## src/rtl/tbs_pkg.sv

```systemverilog
// tbs_pkg: shared types, sizes and opcodes of the bilinear texel sampler
// no dependencies; used by every module of the block by scoped names
`default_nettype none

package tbs_pkg;

  // texture geometry
  localparam int unsigned MAX_DIM   = 256;
  localparam int unsigned DIM_W     = $clog2(MAX_DIM);
  localparam int unsigned SIZE_W    = DIM_W + 1;
  localparam int unsigned ADDR_W    = 2 * DIM_W;
  localparam int unsigned TEX_DEPTH = MAX_DIM * MAX_DIM;
  localparam int unsigned TEXEL_W   = 8;

  // coordinate and blend arithmetic
  localparam int unsigned COORD_W   = 16;
  localparam int unsigned FRAC_W    = 8;
  localparam int unsigned SCALE_W   = COORD_W + DIM_W;
  localparam int unsigned WONE_W    = FRAC_W + 1;
  localparam int unsigned WGT_W     = 2 * FRAC_W + 1;
  localparam int unsigned PROD_W    = TEXEL_W + 2 * FRAC_W;
  localparam int unsigned SUM_W     = PROD_W + 2;
  localparam int unsigned RES_W     = 16;

  // four taps, one store copy each
  localparam int unsigned TAPS      = 4;

  // result queue
  localparam int unsigned QDEPTH    = 8;
  localparam int unsigned QPTR_W    = $clog2(QDEPTH);
  localparam int unsigned QCNT_W    = QPTR_W + 1;

  // stream and register port widths
  localparam int unsigned IN_DATA_W = 64;
  localparam int unsigned IN_USER_W = 2;
  localparam int unsigned APB_DW    = 32;
  localparam int unsigned APB_AW    = 3;

  typedef enum logic [1:0] {
    OP_WRITE  = 2'd0,
    OP_POINT  = 2'd1,
    OP_SAMPLE = 2'd2,
    OP_RSVD   = 2'd3
  } op_t;

  // per-stage control
  typedef struct packed {
    logic vld;
    op_t  op;
    logic filt;
  } ctl_t;

  // requests to the four store copies
  typedef struct packed {
    logic                          we;
    logic [ADDR_W-1:0]             waddr;
    logic [TEXEL_W-1:0]            wdata;
    logic [TAPS-1:0][ADDR_W-1:0]   raddr;
  } ram_req_t;

  // result queue status
  typedef struct packed {
    logic              full;
    logic [QCNT_W-1:0] count;
  } q_stat_t;

endpackage

`default_nettype wire

```

## src/rtl/tbs_outq.sv

```systemverilog
// tbs_outq: small result queue between the pipeline and the output channel
// depends on tbs_pkg for depth and widths
`default_nettype none

module tbs_outq (
  input  wire logic                      clk,
  input  wire logic                      rst_n,
  input  wire logic                      push,
  input  wire logic [tbs_pkg::RES_W-1:0] push_data,
  output logic                           out_vld,
  input  wire logic                      pop,
  output logic      [tbs_pkg::RES_W-1:0] out_data,
  output tbs_pkg::q_stat_t               stat
);

  logic [tbs_pkg::RES_W-1:0]  mem [tbs_pkg::QDEPTH];
  logic [tbs_pkg::QPTR_W-1:0] wp_r, wp_nxt, rp_r, rp_nxt;
  logic [tbs_pkg::QCNT_W-1:0] cnt_r, cnt_nxt;
  logic                       do_pop;

  assign do_pop = pop && (cnt_r != '0);

  always_comb begin
    wp_nxt  = push   ? wp_r + tbs_pkg::QPTR_W'(1) : wp_r;
    rp_nxt  = do_pop ? rp_r + tbs_pkg::QPTR_W'(1) : rp_r;
    cnt_nxt = cnt_r;
    case ({push, do_pop})
      2'b10:   cnt_nxt = cnt_r + tbs_pkg::QCNT_W'(1);
      2'b01:   cnt_nxt = cnt_r - tbs_pkg::QCNT_W'(1);
      default: cnt_nxt = cnt_r;
    endcase
  end

  always_ff @(posedge clk) begin
    if (!rst_n) begin
      wp_r  <= '0;
      rp_r  <= '0;
      cnt_r <= '0;
    end else begin
      wp_r  <= wp_nxt;
      rp_r  <= rp_nxt;
      cnt_r <= cnt_nxt;
    end
  end

  always_ff @(posedge clk) begin
    if (push) begin
      mem[wp_r] <= push_data;
    end
  end

  assign out_vld    = (cnt_r != '0);
  assign out_data   = mem[rp_r];
  assign stat.count = cnt_r;
  assign stat.full  = (cnt_r == tbs_pkg::QCNT_W'(tbs_pkg::QDEPTH));

endmodule

`default_nettype wire

```

## config.mk

```make
export PLATFORM = sky130hd
export DESIGN_NAME = tbs_outq
export DESIGN_NICKNAME = d
export VERILOG_FILES = /design/src/rtl/tbs_pkg.sv /design/src/rtl/tbs_outq.sv
export SDC_FILE = /design/constraint.sdc
export NUM_CORES = 1
export LEC_CHECK = 0
export BUFFER_PORTS_ARGS = -buffer_cell sky130_fd_sc_hd__buf_2
export CORE_MARGIN = 2
export CORE_UTILIZATION = 30
export DETAILED_ROUTE_END_ITERATION = 6
export GPL_ROUTABILITY_DRIVEN = 0
export PLACE_DENSITY = 0.51
export SLEW_MARGIN = 20
export SYNTH_ARGS = -nofsm -noshare
export SYNTH_HDL_FRONTEND = slang
export SYNTH_SLANG_ARGS = --single-unit
```

## constraint.sdc

```tcl
create_clock -name clk -period 2.2 [get_ports clk]
set_input_delay 0.11 -clock clk [delete_from_list [all_inputs] [get_ports clk]]
set_output_delay 0.11 -clock clk [all_outputs]
set_load 0.03 [all_outputs]
```

==> flow_metrics.env <==
export IMPL_outcome="complete, no violations"
export IMPL_finalPower_mw=7.849
export IMPL_rows=49
export IMPL_placedCellCount=539
export IMPL_yosysTopAreaCell="edfxtp_1"
export IMPL_crit_family="simple AND/OR/NAND/NOR gates"
export IMPL_post_dp_cell_area_um2=6307
export IMPL_dp_hpwl_um=6389
export IMPL_cp_arrival_ns=2.50
export IMPL_ant_nets=0
export IMPL_power_leakage_nw=2.440
export IMPL_fmax_mhz=462.3
export IMPL_rsz0062_at_grt="yes"
export IMPL_rrSetupSlack_ns=0.04
export IMPL_finalCritPeriodShare_pct=98.32
export IMPL_cts_sinks=141
export IMPL_cts_tree="yes"
export IMPL_cts_buffers_inserted=17
export IMPL_post_place_ws_ns=0.03570
export IMPL_synth_nets=283
export IMPL_drtIter0Drc=138
export IMPL_dieArea_um2=19720
export IMPL_netlist_area_leader_share_pct=68.83
export IMPL_antenna_found_initial=0
export IMPL_power_density_nw_per_um2=1105
export IMPL_chipWidth_um=140.4
export IMPL_synth_cell_types=30
export IMPL_skew_ns=0.006299
export IMPL_worstSetupEndpointType="flop"
export IMPL_stdcell_count=587
export IMPL_hold_slack_ns=0.03464
export IMPL_io_pins=42
export IMPL_start_util_pct=30.88
export IMPL_worstSetupPathType="flop to flop"
export IMPL_overflow=0
export IMPL_viasPerCell=4.618
export IMPL_cts_path_max_buffers=2
export IMPL_portBuffers=41
export IMPL_fin_nets=372
export IMPL_antenna_cells=0
export IMPL_cpMaxStageDelayCell="or4_4"
export IMPL_root_buffer="clkbuf_16"
export IMPL_holdPathStages=3
export IMPL_drv_cap=0
export IMPL_yosys_top_cells_area="edfxtp_1 (69%), mux4_1 (13%), dfxtp_1 (4.7%)"
export IMPL_setup_violations_final=0
export IMPL_first_pass_iters=4
export IMPL_path_buf_inv=1
export IMPL_synth_edf_count=128
export IMPL_syn_avg_cell_area_um2=21.64
export IMPL_ys_ff_latch=141
export IMPL_min_period_ns=2.163
export IMPL_min_path_type="input pin to flop"
export IMPL_final_cell_area_um2=7106
export IMPL_postRouteWirelength_um=10870
export IMPL_maxSlewViolCount=0
export IMPL_slew_headroom_pct=65.45
export IMPL_drive_above_1_share_pct=35.47
export IMPL_crit_required_ns=2.54
export IMPL_timing_hold_violations_final=0
export IMPL_die_h_um=140.4
export IMPL_ys_async_sr_fraction_pct=0
export IMPL_area_growth_pct=27.25
export IMPL_regToRegStartpoint="cnt_r[2]"
export IMPL_ir_drop_mv=0.6807
export IMPL_crit_path_cell_trace="or4_4 -> nand2_4 -> inv_4 -> ha_4 -> xor2_2 -> ha_2 -> a21oi_2 -> xor2_1 -> or3_1 -> a21boi_1"
export IMPL_grt_max_degree=33
export IMPL_ys_warn_count=0
export IMPL_r2r_cells=10
export IMPL_syn_area_um2=5584
export IMPL_worstHoldStart="rst_n"
export IMPL_grt_pass1_vias=2836
export IMPL_coreArea_um2=18090
export IMPL_cp_max_fo=3
export IMPL_htreeDepth=4
export IMPL_grt_total_usage_pct=11.41
export IMPL_clk_pin_slew_ns=0.06
export IMPL_grt_pass1_wl_um=16290
export IMPL_max_stage_delay_ns=0.53
export IMPL_whs_endpoint="cnt_r[3]"
export IMPL_drt_wirelength_per_cell_um=18.52
export IMPL_vias=2711
export IMPL_setup_ws_ns=0.03698
export IMPL_r2r_end="cnt_r[2]"
export IMPL_start_kind="flop"
export IMPL_clkLatencyLatePin_ns=0.41
export IMPL_synth_seq_area_share_pct=73.49
export IMPL_synth_cells=258
export IMPL_synth_flop_cell="edfxtp_1"
export IMPL_drc=0
export IMPL_tightest_slew_ns=0.5163
-- metal layers --
metal  vias to the layer above  share of wire [%]  GRT usage, %
met5                         -                  0             0
met3                         6                3.2         3.145
met4                         0               0.97         5.104
li1                       1254                  -             -
met2                        45                 49         18.42
met1                      1406                 47         14.41
-- worst max path at each step --
stage	from	to	slack [ns]	depth (start not counted)
5_1_grt	cnt_r[2]	cnt_r[2]	-0.1	10
4_1_cts	flop	out_data[2]	0.01	4
2_1_floorplan	cnt_r[3]	cnt_r[2]	-0.09	10
3_5_place_dp	cnt_r[3]	cnt_r[2]	0.04	10
6_report	cnt_r[2]	cnt_r[2]	0.04	10
3_3_place_gp	cnt_r[3]	cnt_r[3]	0.03	7
-- what timing repair did --
item	in CTS	in global routing
setup buffers	0	1
gates resized for setup	1	6
cloned	0	1
pin swaps	0	3
endpoints found under the setup margin	4	5
endpoints found under the hold margin	128	0
hold buffers	16	0
-- cells in the mapped netlist, types with 3 or more instances --
master and number:
and2_1 6, mux2i_1 3, nand2b_1 4, mux2_2 17
mux4_1 28, ha_1 5, xnor2_1 4, nor2_1 6
nor3_1 3, nand2_1 6, mux4_2 4, xor2_1 3
buf_1 4, dfxtp_1 13, buf_6 4, edfxtp_1 128
-- cells in the final DEF, fill, tap and decap left out, drive strengths merged, types with 4 or more instances in the layout --
| cell | n |
|---|---|
| edfxtp | 128 |
| buf | 64 |
| mux4 | 32 |
| clkbuf | 21 |
| mux2 | 17 |
| dlygate4sd3 | 16 |
| dfxtp | 13 |
| nand2 | 7 |
| nor2 | 6 |
| and2 | 6 |
| clkinv | 6 |
| ha | 5 |
| nand2b | 4 |
| xnor2 | 4 |
| bufinv | 4 |
-- final cells by class --
type / count / area, µm²
clock buffer: 20 / 436.7
clock inverter: 10 / 147.6
fill: 1605 / 10980
inverter: 2 / 10.01
multi-input combinational: 104 / 1444
sequential: 141 / 4118
tap: 229 / 286.5
timing repair buffer: 81 / 663.1
-- sequential cells by signal, summed over array words and instances (netlist names), named ones only --
name   flops
mem      128
cnt_r      4
rp_r       3
wp_r       3
-- power by group --
part           internal (mW)  switching, mW
logic                  0.895          0.976
registers               3.06         0.0661
clock network           1.87          0.989
-- cells by family after synthesis --
family / count (synthesis) / synth area share, %
and+or+nand+nor: 34 / 3.339
muxes: 52 / 18.75
adders and majority gates: 5 / 1.120
AOI/OAI and AO/OA: 6 / 0.7616
xor gates and xnor gates: 7 / 1.098
buffers and inverters: 13 / 1.434
DFF: 141 / 73.49
-- tightest hold or removal path, delay by kind of cell --
kind	cells	cell delay [ns]
AND/OR/NAND/NOR	1	0.08
buffers and inverters	1	0.16
multiplexers	1	0.05
-- per-stage QoR --
step / util, % / TNS, ns
2_1_floorplan: - / -0.1457
3_3_place_gp: 34.87 / 0
3_5_place_dp: 34.87 / 0
4_1_cts: 39.01 / 0
5_1_grt: 39.29 / -0.1355
6_report: 39.29 / 0
(Power assumes the default switching activity.)
