## config.mk

```make
export PLATFORM = sky130hd
export DESIGN_NAME = tbs_addr
export DESIGN_NICKNAME = d
export VERILOG_FILES = /design/src/rtl/tbs_pkg.sv /design/src/rtl/tbs_addr.sv
export SDC_FILE = /design/constraint.sdc
export NUM_CORES = 1
export LEC_CHECK = 0
export BUFFER_PORTS_ARGS = -buffer_cell sky130_fd_sc_hd__buf_2
export CORE_MARGIN = 5
export CORE_UTILIZATION = 58
export DETAILED_ROUTE_END_ITERATION = 6
export HOLD_SLACK_MARGIN = 0.03
export PLACE_DENSITY = 0.81
export SYNTH_ARGS = -nofsm -noshare
export SYNTH_HDL_FRONTEND = slang
export SYNTH_SLANG_ARGS = --single-unit
```

## constraint.sdc

```tcl
create_clock -name clk -period 8 [get_ports clk]
set_input_delay 0.8 -clock clk [delete_from_list [all_inputs] [get_ports clk]]
set_output_delay 0.8 -clock clk [all_outputs]
set_load 0.02 [all_outputs]
```

## src/rtl/tbs_pkg.sv

```systemverilog
// tbs_pkg: shared types, sizes and opcodes of the bilinear texel sampler
// no dependencies; used by every module of the block by scoped names
`default_nettype none

package tbs_pkg;

  // texture geometry
  localparam int unsigned MAX_DIM   = 256;
  localparam int unsigned DIM_W     = $clog2(MAX_DIM);
  localparam int unsigned SIZE_W    = DIM_W + 1;
  localparam int unsigned ADDR_W    = 2 * DIM_W;
  localparam int unsigned TEX_DEPTH = MAX_DIM * MAX_DIM;
  localparam int unsigned TEXEL_W   = 8;

  // coordinate and blend arithmetic
  localparam int unsigned COORD_W   = 16;
  localparam int unsigned FRAC_W    = 8;
  localparam int unsigned SCALE_W   = COORD_W + DIM_W;
  localparam int unsigned WONE_W    = FRAC_W + 1;
  localparam int unsigned WGT_W     = 2 * FRAC_W + 1;
  localparam int unsigned PROD_W    = TEXEL_W + 2 * FRAC_W;
  localparam int unsigned SUM_W     = PROD_W + 2;
  localparam int unsigned RES_W     = 16;

  // four taps, one store copy each
  localparam int unsigned TAPS      = 4;

  // result queue
  localparam int unsigned QDEPTH    = 8;
  localparam int unsigned QPTR_W    = $clog2(QDEPTH);
  localparam int unsigned QCNT_W    = QPTR_W + 1;

  // stream and register port widths
  localparam int unsigned IN_DATA_W = 64;
  localparam int unsigned IN_USER_W = 2;
  localparam int unsigned APB_DW    = 32;
  localparam int unsigned APB_AW    = 3;

  typedef enum logic [1:0] {
    OP_WRITE  = 2'd0,
    OP_POINT  = 2'd1,
    OP_SAMPLE = 2'd2,
    OP_RSVD   = 2'd3
  } op_t;

  // per-stage control
  typedef struct packed {
    logic vld;
    op_t  op;
    logic filt;
  } ctl_t;

  // requests to the four store copies
  typedef struct packed {
    logic                          we;
    logic [ADDR_W-1:0]             waddr;
    logic [TEXEL_W-1:0]            wdata;
    logic [TAPS-1:0][ADDR_W-1:0]   raddr;
  } ram_req_t;

  // result queue status
  typedef struct packed {
    logic              full;
    logic [QCNT_W-1:0] count;
  } q_stat_t;

endpackage

`default_nettype wire

```

## src/rtl/tbs_addr.sv

```systemverilog
// tbs_addr: scales u/v by size-1, registers position and weights,
// and forms the store requests; depends on tbs_pkg
`default_nettype none

module tbs_addr (
  input  wire logic                        clk,
  input  wire logic                        rst_n,
  input  wire tbs_pkg::ctl_t               ctl_in,
  input  wire logic [tbs_pkg::DIM_W-1:0]   tx_in,
  input  wire logic [tbs_pkg::DIM_W-1:0]   ty_in,
  input  wire logic [tbs_pkg::TEXEL_W-1:0] tv_in,
  input  wire logic [tbs_pkg::COORD_W-1:0] cu_in,
  input  wire logic [tbs_pkg::COORD_W-1:0] cv_in,
  input  wire logic [tbs_pkg::SIZE_W-1:0]  wc,
  input  wire logic [tbs_pkg::SIZE_W-1:0]  hc,
  output tbs_pkg::ctl_t                    ctl_out,
  output logic      [tbs_pkg::FRAC_W-1:0]  du_out,
  output logic      [tbs_pkg::FRAC_W-1:0]  dv_out,
  output tbs_pkg::ram_req_t                req
);

  tbs_pkg::ctl_t               ctl_r;
  logic [tbs_pkg::DIM_W-1:0]   tx_r, ty_r, xp_r, yp_r;
  logic [tbs_pkg::TEXEL_W-1:0] tv_r;
  logic [tbs_pkg::FRAC_W-1:0]  du_r, dv_r;
  logic [tbs_pkg::SCALE_W-1:0] su, sv;
  logic [tbs_pkg::DIM_W-1:0]   wm1, hm1, x1, y1;
  logic [tbs_pkg::SIZE_W-1:0]  xinc, yinc;
  logic                        is_sample;

  // size minus one always fits the coordinate width
  assign wm1 = tbs_pkg::DIM_W'(wc - tbs_pkg::SIZE_W'(1));
  assign hm1 = tbs_pkg::DIM_W'(hc - tbs_pkg::SIZE_W'(1));
  assign su  = tbs_pkg::SCALE_W'(cu_in) * tbs_pkg::SCALE_W'(wm1);
  assign sv  = tbs_pkg::SCALE_W'(cv_in) * tbs_pkg::SCALE_W'(hm1);

  always_ff @(posedge clk) begin
    if (!rst_n) begin
      ctl_r <= '0;
    end else begin
      ctl_r <= ctl_in;
    end
  end

  always_ff @(posedge clk) begin
    tx_r <= tx_in;
    ty_r <= ty_in;
    tv_r <= tv_in;
    xp_r <= su[tbs_pkg::SCALE_W-1 -: tbs_pkg::DIM_W];
    du_r <= su[tbs_pkg::COORD_W-1 -: tbs_pkg::FRAC_W];
    yp_r <= sv[tbs_pkg::SCALE_W-1 -: tbs_pkg::DIM_W];
    dv_r <= sv[tbs_pkg::COORD_W-1 -: tbs_pkg::FRAC_W];
  end

  // position stays below size, so the neighbour only wraps onto size
  assign xinc = tbs_pkg::SIZE_W'(xp_r) + tbs_pkg::SIZE_W'(1);
  assign yinc = tbs_pkg::SIZE_W'(yp_r) + tbs_pkg::SIZE_W'(1);
  assign x1   = (xinc == wc) ? '0 : xinc[tbs_pkg::DIM_W-1:0];
  assign y1   = (yinc == hc) ? '0 : yinc[tbs_pkg::DIM_W-1:0];

  assign is_sample = (ctl_r.op == tbs_pkg::OP_SAMPLE);

  always_comb begin
    req.we       = ctl_r.vld && (ctl_r.op == tbs_pkg::OP_WRITE);
    req.waddr    = {ty_r, tx_r};
    req.wdata    = tv_r;
    req.raddr[0] = is_sample ? {yp_r, xp_r} : {ty_r, tx_r};
    req.raddr[1] = {yp_r, x1};
    req.raddr[2] = {y1, xp_r};
    req.raddr[3] = {y1, x1};
  end

  assign ctl_out = ctl_r;
  assign du_out  = du_r;
  assign dv_out  = dv_r;

endmodule

`default_nettype wire

```

==> metrics.md <==
| Metric | Value |
|---|---|
| WS Path Type | `primary input to flip-flop` |
| Post-synthesis sequential area ratio | `11.9%` |
| Placer Congestion | `0.915` |
| Period utilization | `81.3%` |
| RSZ-0062 raised after global routing | `false` |
| Arr. time, crit path | `6.75 ns` |
| Cts repair resizes | `0` |
| Mapped Avg Cell Area | `9.27 µm²` |
| Nets | `1,592` |
| Post-CTS Setup Inserts | `0` |
| Number of I/O pins | `189` |
| FF+latch count, synth | `60` |
| Lkg Pwr | `5.88 nW` |
| TritonRoute pass-1 iters | `5` |
| Crit-path leading delay family | `adder cells` |
| Status | `completed` |
| Max-slew headroom | `33.2%` |
| DR vias | `7,919` |
| Number of buffers created by CTS | `9` |
| Setup_tns | `0 ns` |
| Hold Path Class | `primary input to flip-flop` |
| Mapped Area | `10,100 µm²` |
| Crit path time final | `6.50 ns` |
| WL/cell | `16.7 µm` |
| Crit-path max cell delay | `0.62 ns` |
| Number of buffers and inverters on the critical path | `7` |
| Final hold viol count | `0` |
| Min-Delay Endpoint | `tv_r[7]` |
| Post-DP HPWL | `20.8 mm` |
| TritonCTS clock tree | `done` |
| Startpoint Class | `primary input` |
| Vias in the first global route | `8,454` |
| Gate count of the mapped netlist | `1,087` |
| Cell Area, Placed | `11,200 µm²` |
| Crit path depth | `22` |
| CTS Root Cell | `clkbuf_16` |
| Post-CTS Hold Fix Bufs | `0` |
| Fillers | `1,412` |
| Cells along the critical path | `buf_2 -> inv_1 -> ha_1 -> inv_1 -> or3_1 -> xor2_1 -> nor2b_1 -> fa_1 -> inv_1 -> fa_1 -> inv_1 -> fa_1 -> inv_1 -> fa_1 -> inv_1 -> ha_1 -> a41o_1 -> a221oi_2 -> o31ai_1 -> a31oi_1 -> a21oi_1 -> xor2_1` |
| Yosys warns | `0` |
| Achievable clock frequency | `154 MHz` |
| Syn_nets | `1,419` |
| Pwr dens | `351 nW/µm²` |
| Routed vias/inst | `5.31` |
| Post-synth EDFFs | `0` |
| Critical-path top delay cell | `o31ai_1` |
| Diode count | `0` |
| Async S/R FF share, synth | `0%` |
| Slack of the critical path | `1.50 ns` |
| Crit-path most repeated cell | `inv_1` |
| Hold_sp | `tv_in[7]` |
| Unique cell type count in the Yosys netlist | `54` |
| Starting density of the core | `58.7%` |
| Die height | `142 µm` |
| # port buffers | `188` |
| First-pass GRT wire length | `41.1 mm` |
| Remaining DRCs | `0` |
| Final Util | `66.8%` |
| Largest net degree at the start of global routing | `17` |
| Row cnt | `48` |
| Slew at the pin closest to its max-slew limit | `0.998 ns` |
| DIE AREA | `20,100 µm²` |
| Clk slew on worst S/H paths | `0.06 ns` |
| Top FF cell, synth | `dfxtp_1` |
| Fin area | `11,500 µm²` |
| Endpoints failing setup | `0` |
| Initial antenna violation count | `0` |
| Post-Route WL | `24.9 mm` |
| Layout area overhead | `13.9%` |
| Initial DRC Count | `315` |
| CTS Buffer Depth | `2` |
| H-tree levels | `3` |
| Core area | `17,200 µm²` |
| Worst hold path cell count | `1` |
| Setup WS pre-CTS | `1.15 ns` |
| Endpoint class of the critical path | `flip-flop` |
| GRT Util Overall | `25.3%` |
| Worst VDD drop | `278 µV` |
| Max cap viols | `0` |
| Worst Path Max Fanout | `13` |
| Layout cells sized above 1 | `19.3%` |
| WP data required | `8.25 ns` |
| Die Wd | `142 µm` |
| CTS Sinks | `60` |
| Detail Route Antenna Nets | `0` |
| Worst hold slack | `0.578 ns` |
| Grt ovf | `0` |
| Count of pins over their slew limit | `0` |
==> cell usage after synthesis (2+ instances only) <==
master	number	area (µm²)
ha_1	86	1080
and3_1	4	25.0
o21ai_0	13	65.1
nor4_1	4	25.0
nand2_1	46	173
nand3_1	15	75.1
a31oi_1	7	43.8
a21o_1	18	135
mux2_2	16	180
and2b_2	3	26.3
fa_1	166	3320
nand4_1	8	50.1
or3_1	2	12.5
dfxtp_1	60	1200
o21a_1	3	22.5
clkbuf_1	20	75.1
nand2b_1	51	319
o31ai_1	3	22.5
a21oi_1	30	150
xor2_1	39	342
inv_1	190	713
nor2_1	26	97.6
nor3_1	9	45.0
nor2b_1	150	938
xnor2_1	34	298
buf_4	16	120
and2_1	35	219
a211oi_1	6	45.0
a41o_1	2	20.0
==> kinds of logic (layout without fill, tap and decap cells) <==
logic type      after synthesis  in the layout  share of synthesized area, %
buf+inv                     228            406                          9.16
fa+ha+maj                   252            252                          43.7
flops                        60             60                          11.9
simple gates                360            360                          20.5
compound gates               98             98                          6.59
mux                          16             16                          1.79
xor+xnor                     73             73                          6.35
==> final cells by class <==
cell class                 instances  area [µm²]  area share (%)
clock inverter                     7        75.1           0.654
sequential                        60        1200            10.5
timing repair buffer             200        1030            8.98
inverter                         190         713            6.21
multi-input combinational        799        7950            69.3
tap                              225         282            2.45
clock buffer                       9         225            1.96
==> worst max path at each step <==
stage,start,end,slack [ns]
3_5_place_dp,wc[0],xp_r[6],1.15
4_1_cts,wc[0],xp_r[6],1.51
6_report,wc[0],xp_r[6],1.50
3_3_place_gp,wc[0],xp_r[5],1.31
5_1_grt,wc[0],xp_r[6],1.13
2_1_floorplan,wc[0],xp_r[1],1.81
==> sequential cells by signal, summed over array words and instances (netlist names) <==
register	cells
du_out	8
dv_out	8
tv_r	8
tx_r	8
ty_r	8
xp_r	8
yp_r	8
ctl_out	4
==> layer usage <==
metal	global-route usage, %	wire length, µm	vias to the layer above
met4	7.88	507	0
met3	2.83	1370	35
met2	45.9	13000	267
li1	-	-	3699
met1	31.6	9940	3918
met5	0	0	-
==> layout by cell type (no fill, tap or decap), types with 6 or more instances in the layout <==
cell type and n:
a211oi_1 6, a21o_1 18, a21oi_1 30, a31oi_1 7
and2_1 35, buf_2 188, buf_4 12, clkbuf_16 9
dfxtp_1 60, fa_1 166, ha_1 86, inv_1 190
mux2_2 16, nand2_1 46, nand2b_1 51, nand3_1 15
nand4_1 8, nor2_1 26, nor2b_1 150, nor3_1 9
o21ai_0 13, xnor2_1 34, xor2_1 39
==> where the power goes <==
group | leakage [nW] | internal [mW] | switching (mW)
Combinational | 5.22 | 1.27 | 1.83
Clock | 0.150 | 0.242 | 0.145
Sequential | 0.505 | 0.427 | 0.116
==> through the flow <==
stage	power, mW	std cells
3_5_place_dp	3.65	1474
2_1_floorplan	2.90	1087
4_1_cts	4.06	1490
5_1_grt	4.44	1490
6_report	4.03	1490
3_3_place_gp	3.57	1474
Note: power is estimated with default switching activity, not from simulation.
