<file path="src/rtl/tbs_pkg.sv">
// tbs_pkg: shared types, sizes and opcodes of the bilinear texel sampler
// no dependencies; used by every module of the block by scoped names
`default_nettype none

package tbs_pkg;

  // texture geometry
  localparam int unsigned MAX_DIM   = 256;
  localparam int unsigned DIM_W     = $clog2(MAX_DIM);
  localparam int unsigned SIZE_W    = DIM_W + 1;
  localparam int unsigned ADDR_W    = 2 * DIM_W;
  localparam int unsigned TEX_DEPTH = MAX_DIM * MAX_DIM;
  localparam int unsigned TEXEL_W   = 8;

  // coordinate and blend arithmetic
  localparam int unsigned COORD_W   = 16;
  localparam int unsigned FRAC_W    = 8;
  localparam int unsigned SCALE_W   = COORD_W + DIM_W;
  localparam int unsigned WONE_W    = FRAC_W + 1;
  localparam int unsigned WGT_W     = 2 * FRAC_W + 1;
  localparam int unsigned PROD_W    = TEXEL_W + 2 * FRAC_W;
  localparam int unsigned SUM_W     = PROD_W + 2;
  localparam int unsigned RES_W     = 16;

  // four taps, one store copy each
  localparam int unsigned TAPS      = 4;

  // result queue
  localparam int unsigned QDEPTH    = 8;
  localparam int unsigned QPTR_W    = $clog2(QDEPTH);
  localparam int unsigned QCNT_W    = QPTR_W + 1;

  // stream and register port widths
  localparam int unsigned IN_DATA_W = 64;
  localparam int unsigned IN_USER_W = 2;
  localparam int unsigned APB_DW    = 32;
  localparam int unsigned APB_AW    = 3;

  typedef enum logic [1:0] {
    OP_WRITE  = 2'd0,
    OP_POINT  = 2'd1,
    OP_SAMPLE = 2'd2,
    OP_RSVD   = 2'd3
  } op_t;

  // per-stage control
  typedef struct packed {
    logic vld;
    op_t  op;
    logic filt;
  } ctl_t;

  // requests to the four store copies
  typedef struct packed {
    logic                          we;
    logic [ADDR_W-1:0]             waddr;
    logic [TEXEL_W-1:0]            wdata;
    logic [TAPS-1:0][ADDR_W-1:0]   raddr;
  } ram_req_t;

  // result queue status
  typedef struct packed {
    logic              full;
    logic [QCNT_W-1:0] count;
  } q_stat_t;

endpackage

`default_nettype wire

</file>
<file path="src/rtl/tbs_blend.sv">
// tbs_blend: weight products, per-tap texel products and final sum
// depends on tbs_pkg; fed by the store copies' registered read data
`default_nettype none

module tbs_blend (
  input  wire logic                                    clk,
  input  wire logic                                    rst_n,
  input  wire tbs_pkg::ctl_t                           ctl_in,
  input  wire logic [tbs_pkg::FRAC_W-1:0]              du_in,
  input  wire logic [tbs_pkg::FRAC_W-1:0]              dv_in,
  input  wire logic [tbs_pkg::TAPS-1:0][tbs_pkg::TEXEL_W-1:0] texel,
  output logic                                         res_vld,
  output logic      [tbs_pkg::RES_W-1:0]               res_data
);

  tbs_pkg::ctl_t              ctl3_r, ctl4_r;
  logic [tbs_pkg::WGT_W-1:0]  wgt3_r  [tbs_pkg::TAPS];
  logic [tbs_pkg::PROD_W-1:0] prod4_r [tbs_pkg::TAPS];
  logic [tbs_pkg::TEXEL_W-1:0] pt4_r;
  logic [tbs_pkg::WONE_W-1:0] wx0, wy0, wx1, wy1;
  logic [tbs_pkg::PROD_W:0]   full [tbs_pkg::TAPS];
  logic [tbs_pkg::SUM_W-1:0]  sum;

  // one minus weight in 1.8
  assign wx0 = tbs_pkg::WONE_W'(1 << tbs_pkg::FRAC_W) - tbs_pkg::WONE_W'(du_in);
  assign wy0 = tbs_pkg::WONE_W'(1 << tbs_pkg::FRAC_W) - tbs_pkg::WONE_W'(dv_in);
  assign wx1 = tbs_pkg::WONE_W'(du_in);
  assign wy1 = tbs_pkg::WONE_W'(dv_in);

  always_ff @(posedge clk) begin
    if (!rst_n) begin
      ctl3_r <= '0;
      ctl4_r <= '0;
    end else begin
      ctl3_r <= ctl_in;
      ctl4_r <= ctl3_r;
    end
  end

  always_ff @(posedge clk) begin
    wgt3_r[0] <= tbs_pkg::WGT_W'(wx0) * tbs_pkg::WGT_W'(wy0);
    wgt3_r[1] <= tbs_pkg::WGT_W'(wx1) * tbs_pkg::WGT_W'(wy0);
    wgt3_r[2] <= tbs_pkg::WGT_W'(wx0) * tbs_pkg::WGT_W'(wy1);
    wgt3_r[3] <= tbs_pkg::WGT_W'(wx1) * tbs_pkg::WGT_W'(wy1);
  end

  always_comb begin
    for (int i = 0; i < tbs_pkg::TAPS; i++) begin
      full[i] = (tbs_pkg::PROD_W+1)'(texel[i]) * (tbs_pkg::PROD_W+1)'(wgt3_r[i]);
    end
  end

  always_ff @(posedge clk) begin
    for (int i = 0; i < tbs_pkg::TAPS; i++) begin
      prod4_r[i] <= full[i][tbs_pkg::PROD_W-1:0];
    end
    pt4_r <= texel[0];
  end

  assign sum = tbs_pkg::SUM_W'(prod4_r[0]) + tbs_pkg::SUM_W'(prod4_r[1])
             + tbs_pkg::SUM_W'(prod4_r[2]) + tbs_pkg::SUM_W'(prod4_r[3]);

  always_comb begin
    res_vld  = 1'b0;
    res_data = '0;
    case (ctl4_r.op)
      tbs_pkg::OP_POINT: begin
        res_vld  = ctl4_r.vld;
        res_data = {pt4_r, {(tbs_pkg::RES_W-tbs_pkg::TEXEL_W){1'b0}}};
      end
      tbs_pkg::OP_SAMPLE: begin
        res_vld  = ctl4_r.vld;
        res_data = ctl4_r.filt ? sum[tbs_pkg::FRAC_W +: tbs_pkg::RES_W] : '0;
      end
      default: begin
        res_vld  = 1'b0;
        res_data = '0;
      end
    endcase
  end

endmodule

`default_nettype wire

</file>
<file path="config.mk">
export PLATFORM = sky130hd
export DESIGN_NAME = tbs_blend
export DESIGN_NICKNAME = d
export VERILOG_FILES = /design/src/rtl/tbs_pkg.sv /design/src/rtl/tbs_blend.sv
export SDC_FILE = /design/constraint.sdc
export NUM_CORES = 2
export LEC_CHECK = 0
export BUFFER_PORTS_ARGS = -buffer_cell sky130_fd_sc_hd__buf_4
export CAP_MARGIN = 20
export CORE_UTILIZATION = 40
export DETAILED_ROUTE_END_ITERATION = 16
export GPL_TIMING_DRIVEN = 0
export PLACE_DENSITY = 0.51
export SETUP_SLACK_MARGIN = 0.4
export SLEW_MARGIN = 20
export SYNTH_ARGS = -nofsm -noshare
export SYNTH_HDL_FRONTEND = slang
export SYNTH_SLANG_ARGS = --single-unit
</file>
<file path="constraint.sdc">
create_clock -name clk -period 7.9 [get_ports clk]
set_input_delay 0.79 -clock clk [delete_from_list [all_inputs] [get_ports clk]]
set_output_delay 0.79 -clock clk [all_outputs]
set_load 0.005 [all_outputs]
</file>
==> impl_summary.txt <==
----------------------------------------------------
[Outcome]
  Outcome ... finished clean

[Global route]
  Via count of the first global-routing pass ... ~24,000
  Met1 GRT Util ... 0.299
  Largest net degree at the start of global routing ... 19
  GR met2 Demand/Resource ... 0.369
  Global-route wire length before repair ... about 130,000 um
  Met3 track demand over resource in global routing ... 0.0321
  Global router's overall resource usage ... 0.223
  Most used routing layer ... met2
  Total gr overflow ... 0
  Initial antenna violation count ... 8

[Timing]
  Endpoints failing setup ... 0
  Setup skew after layout ... 0.0192 ns
  Final setup TNS ... 0 ns
  Headroom to the max-slew limit ... 0.223
  Number of pins with negative max-slew slack in the final report ... 0
  Post-route setup slack ... about 0.94 ns
  Fraction of the cycle the final worst path needs ... 0.882
  Minimum clock period after layout ... about 7 ns
  Hold Violations, Final ... 0
  Fmax ... 144 MHz
  Transition time of the tightest slew-check pin ... around 1.2 ns
  Setup repair after global routing missed its margin ... no

[Synth]
  Synth async-reset ratio ... 0
  Sequential share of the synthesized area ... 0.115
  Largest family of logic cells by synthesized area ... adder cells
  Library cell with the largest summed area after synthesis ... sky130_fd_sc_hd__fa_1
  Leading post-synthesis cells by cell area ... sky130_fd_sc_hd__fa_1, sky130_fd_sc_hd__ha_1, sky130_fd_sc_hd__dfxtp_1
  Compound-Gate Fraction of Synth Area ... 0.0653
  Top flip-flop cell by instance count after synthesis ... sky130_fd_sc_hd__dfxtp_1
  Number of distinct library cell variants in the gate-level netlist after synthesis ... 73
  Synthesized area divided by synthesized cell count ... 9.30 sq um
  Count of warnings emitted by yosys ... 0
  Xor and xnor fraction of the mapped netlist area ... 0.0488
  Arithmetic-cell share of the synthesized area counting full adders, half adders and majority gates ... 0.509
  Share of synthesized cell area in and, or, nand and nor gates ... 0.175
  Number of synthesized flops with an enable pin ... 0
  Net Count, Synth ... approximately 4,300
  Area share of the leading cell type in the synthesized netlist ... 0.369
  Most common cell in the synthesized netlist ... sky130_fd_sc_hd__inv_1
  Mux cell area share after synthesis ... 0.000979
  Most numerous cell types in the synthesized netlist ... sky130_fd_sc_hd__inv_1, sky130_fd_sc_hd__fa_1, sky130_fd_sc_hd__and2_1
  Cell area after synthesis ... approximately 30,000 sq um
  Instance count of the mapped netlist ... about 3,300
  Number of flip-flops and latches in the synthesized netlist ... 176

[Placement]
  Input/output buffers ... 65
  Worst slack at placement ... 0.510 ns
  HPWL after DPL ... between 70,000 and 80,000 um
  Weighted congestion at the end of routability-driven global placement ... 0.906

[Worst setup path]
  Type of the worst setup path ... primary input to flop
  Setup crit end kind ... flop
  Required time at the worst-slack endpoint ... between 8 and 9 ns
  Max FO, Critical Path ... 10
  Signal arrival time at the worst endpoint ... roughly 7.4 ns
  Startpoint Class ... primary input

[Routing]
  Number of DRC violations after detailed-routing iteration 0 ... 1,075
  Routed vias ... about 22,000
  Wirelength per Cell ... 18.7 um
  Number of routed nets with antenna violations ... 0
  DRC viols ... 0
  TritonRoute pass-1 iters ... 5
  Vias per cell ... 5.00
  Routed WL ... 82,700 um

[Run]
  Count of maximum capacitance violations ... 0

[Finish]
  Area growth from synthesis to layout ... 7.69%
  Fraction of final layout cells with drive strength greater than 1 ... 0.0345
  Final nets ... ~4,300

[Floorplanning]
  Core Box Area ... ~76,000 sq um
  Area of the die ... around 78,000 sq um
  Initial cell density of the core ... 0.404
  Number of rows in the core area ... roughly 100
  Chip width ... ~280 um
  Die Height ... between 200 and 300 um
  I/O pin cnt ... 71

[Clock tree]
  Clock tree from TritonCTS ... yes
  Root cell of the clock tree ... sky130_fd_sc_hd__clkbuf_16
  Number of post-CTS setup repair buffers ... 0
  Post-CTS sizing ... 0
  Clock-pin slew of the registers on the worst-case setup and hold paths ... 0.07 ns
  Clock Path Buffers ... 2
  H-Tree Depth ... 4
  TritonCTS buffer count ... 17
  Hold_buf cts ... 0
  Number of clock sinks ... ~180
  Skew-Pair Late Insertion Delay ... between 0.4 and 0.5 ns

[Hold path]
  Type of the worst min-delay path ... flop to flop

----------------------------------------------------
routing by layer:
metal | wire [um] | vias up | part of all wire
met4 | 2600 | 4 | 0.031
met3 | 3700 | 120 | 0.045
li1 | - | 10301 | -
met1 | 37800 | 11195 | 0.46
met2 | 38600 | 500 | 0.47
met5 | 27 | - | 0.00033
through the flow:
step	cells	instance area [sq um]	hold slack, ns	utilization
floorplan	3297	30700	0.406	-
global placement	4392	32400	0.417	0.427
detailed placement	4392	32500	0.424	0.427
CTS	4424	33000	0.454	0.435
global route	4425	33000	0.473	0.435
finish	4425	33000	0.448	0.435
critical path: stages:
cell and delay, ns:
sky130_fd_sc_hd__buf_4 0.13, sky130_fd_sc_hd__inv_1 0.24, sky130_fd_sc_hd__ha_1 0.24, sky130_fd_sc_hd__nand2_1 0.16, sky130_fd_sc_hd__or3_1 0.48, sky130_fd_sc_hd__xor2_1 0.41, sky130_fd_sc_hd__clkbuf_1 0.52, sky130_fd_sc_hd__and2_1 0.24
sky130_fd_sc_hd__fa_1 0.45, sky130_fd_sc_hd__fa_1 0.57, sky130_fd_sc_hd__fa_1 0.43, sky130_fd_sc_hd__fa_1 0.50, sky130_fd_sc_hd__ha_1 0.35, sky130_fd_sc_hd__a2111oi_0 0.73, sky130_fd_sc_hd__a21oi_1 0.14, sky130_fd_sc_hd__a2111oi_0 0.65
sky130_fd_sc_hd__a21o_1 0.21, sky130_fd_sc_hd__xnor2_1 0.12
kinds of logic (layout without fill, tap and decap cells):
| group | after synthesis | count (layout) |
|---|---|---|
| and+or+nand+nor | 1037 | 1037 |
| AOI/OAI and AO/OA | 302 | 302 |
| xor gates and xnor gates | 171 | 171 |
| muxes | 3 | 3 |
| buffers and inverters | 699 | 796 |
| adders and majority gates | 909 | 909 |
| other | 0 | 1 |
| DFF | 176 | 176 |
cell usage in the layout, fill, tap and decap left out, types with 5 or more instances in the layout:
master                      Yosys  routed
sky130_fd_sc_hd__a2111oi_0      8       8
sky130_fd_sc_hd__a211oi_1       9       9
sky130_fd_sc_hd__a21o_1        42      42
sky130_fd_sc_hd__a21oi_1       88      88
sky130_fd_sc_hd__a31oi_1       10      10
sky130_fd_sc_hd__and2_1       475     475
sky130_fd_sc_hd__and3_1         7       7
sky130_fd_sc_hd__buf_4          0      65
sky130_fd_sc_hd__clkbuf_1      86      85
sky130_fd_sc_hd__clkbuf_16      0      17
sky130_fd_sc_hd__dfxtp_1      176     176
sky130_fd_sc_hd__fa_1         565     565
sky130_fd_sc_hd__ha_1         344     344
sky130_fd_sc_hd__inv_1        610     610
sky130_fd_sc_hd__inv_8          0       6
sky130_fd_sc_hd__nand2_1      342     342
sky130_fd_sc_hd__nand2b_1      18      18
sky130_fd_sc_hd__nand3_1       17      17
sky130_fd_sc_hd__nand3b_1       5       5
sky130_fd_sc_hd__nand4_1        6       6
sky130_fd_sc_hd__nor2_1        96      96
sky130_fd_sc_hd__nor2b_1       21      21
sky130_fd_sc_hd__nor3_1        18      18
sky130_fd_sc_hd__nor4_1         7       7
sky130_fd_sc_hd__o21a_1        20      20
sky130_fd_sc_hd__o21ai_0       55      55
sky130_fd_sc_hd__o21bai_1      13      13
sky130_fd_sc_hd__o31ai_1        7       7
sky130_fd_sc_hd__or3_1         10      10
sky130_fd_sc_hd__xnor2_1      124     124
sky130_fd_sc_hd__xor2_1        47      47
worst paths after layout:
check | slack [ns] | start | cells past startpoint | to
max | 0.94 | dv_in[1] | 18 | wgt3_r[1][16]
max reg2reg | 2.12 | wgt3_r[2][0] | 17 | prod4_r[2][22]
min | 0.45 | ctl3_r[1] | 1 | ctl4_r[1]
min reg2reg | 0.45 | ctl3_r[1] | 1 | ctl4_r[1]
flip-flops by register name, indices dropped and copies added, names as in the netlist:
signal,count
pt4_r,8
prod4_r,96
ctl3_r,4
wgt3_r,64
ctl4_r,4
final cells by class:
| type | instances | area [sq um] |
|---|---|---|
| fillers | 7495 | 42900 |
| multi-input cells | 2422 | 24500 |
| flip-flops and latches | 176 | 3520 |
| inverters | 610 | 2290 |
| well taps | 1030 | 1290 |
| repair buffers | 65 | 488 |
| clock buffers | 18 | 439 |
| plain buffers | 89 | 337 |
| clock inverters | 14 | 140 |
| diodes | 1 | 2.50 |
Power is not shown: default switching activity piles up to over one toggle a cycle in this logic, so the estimate is an artifact.
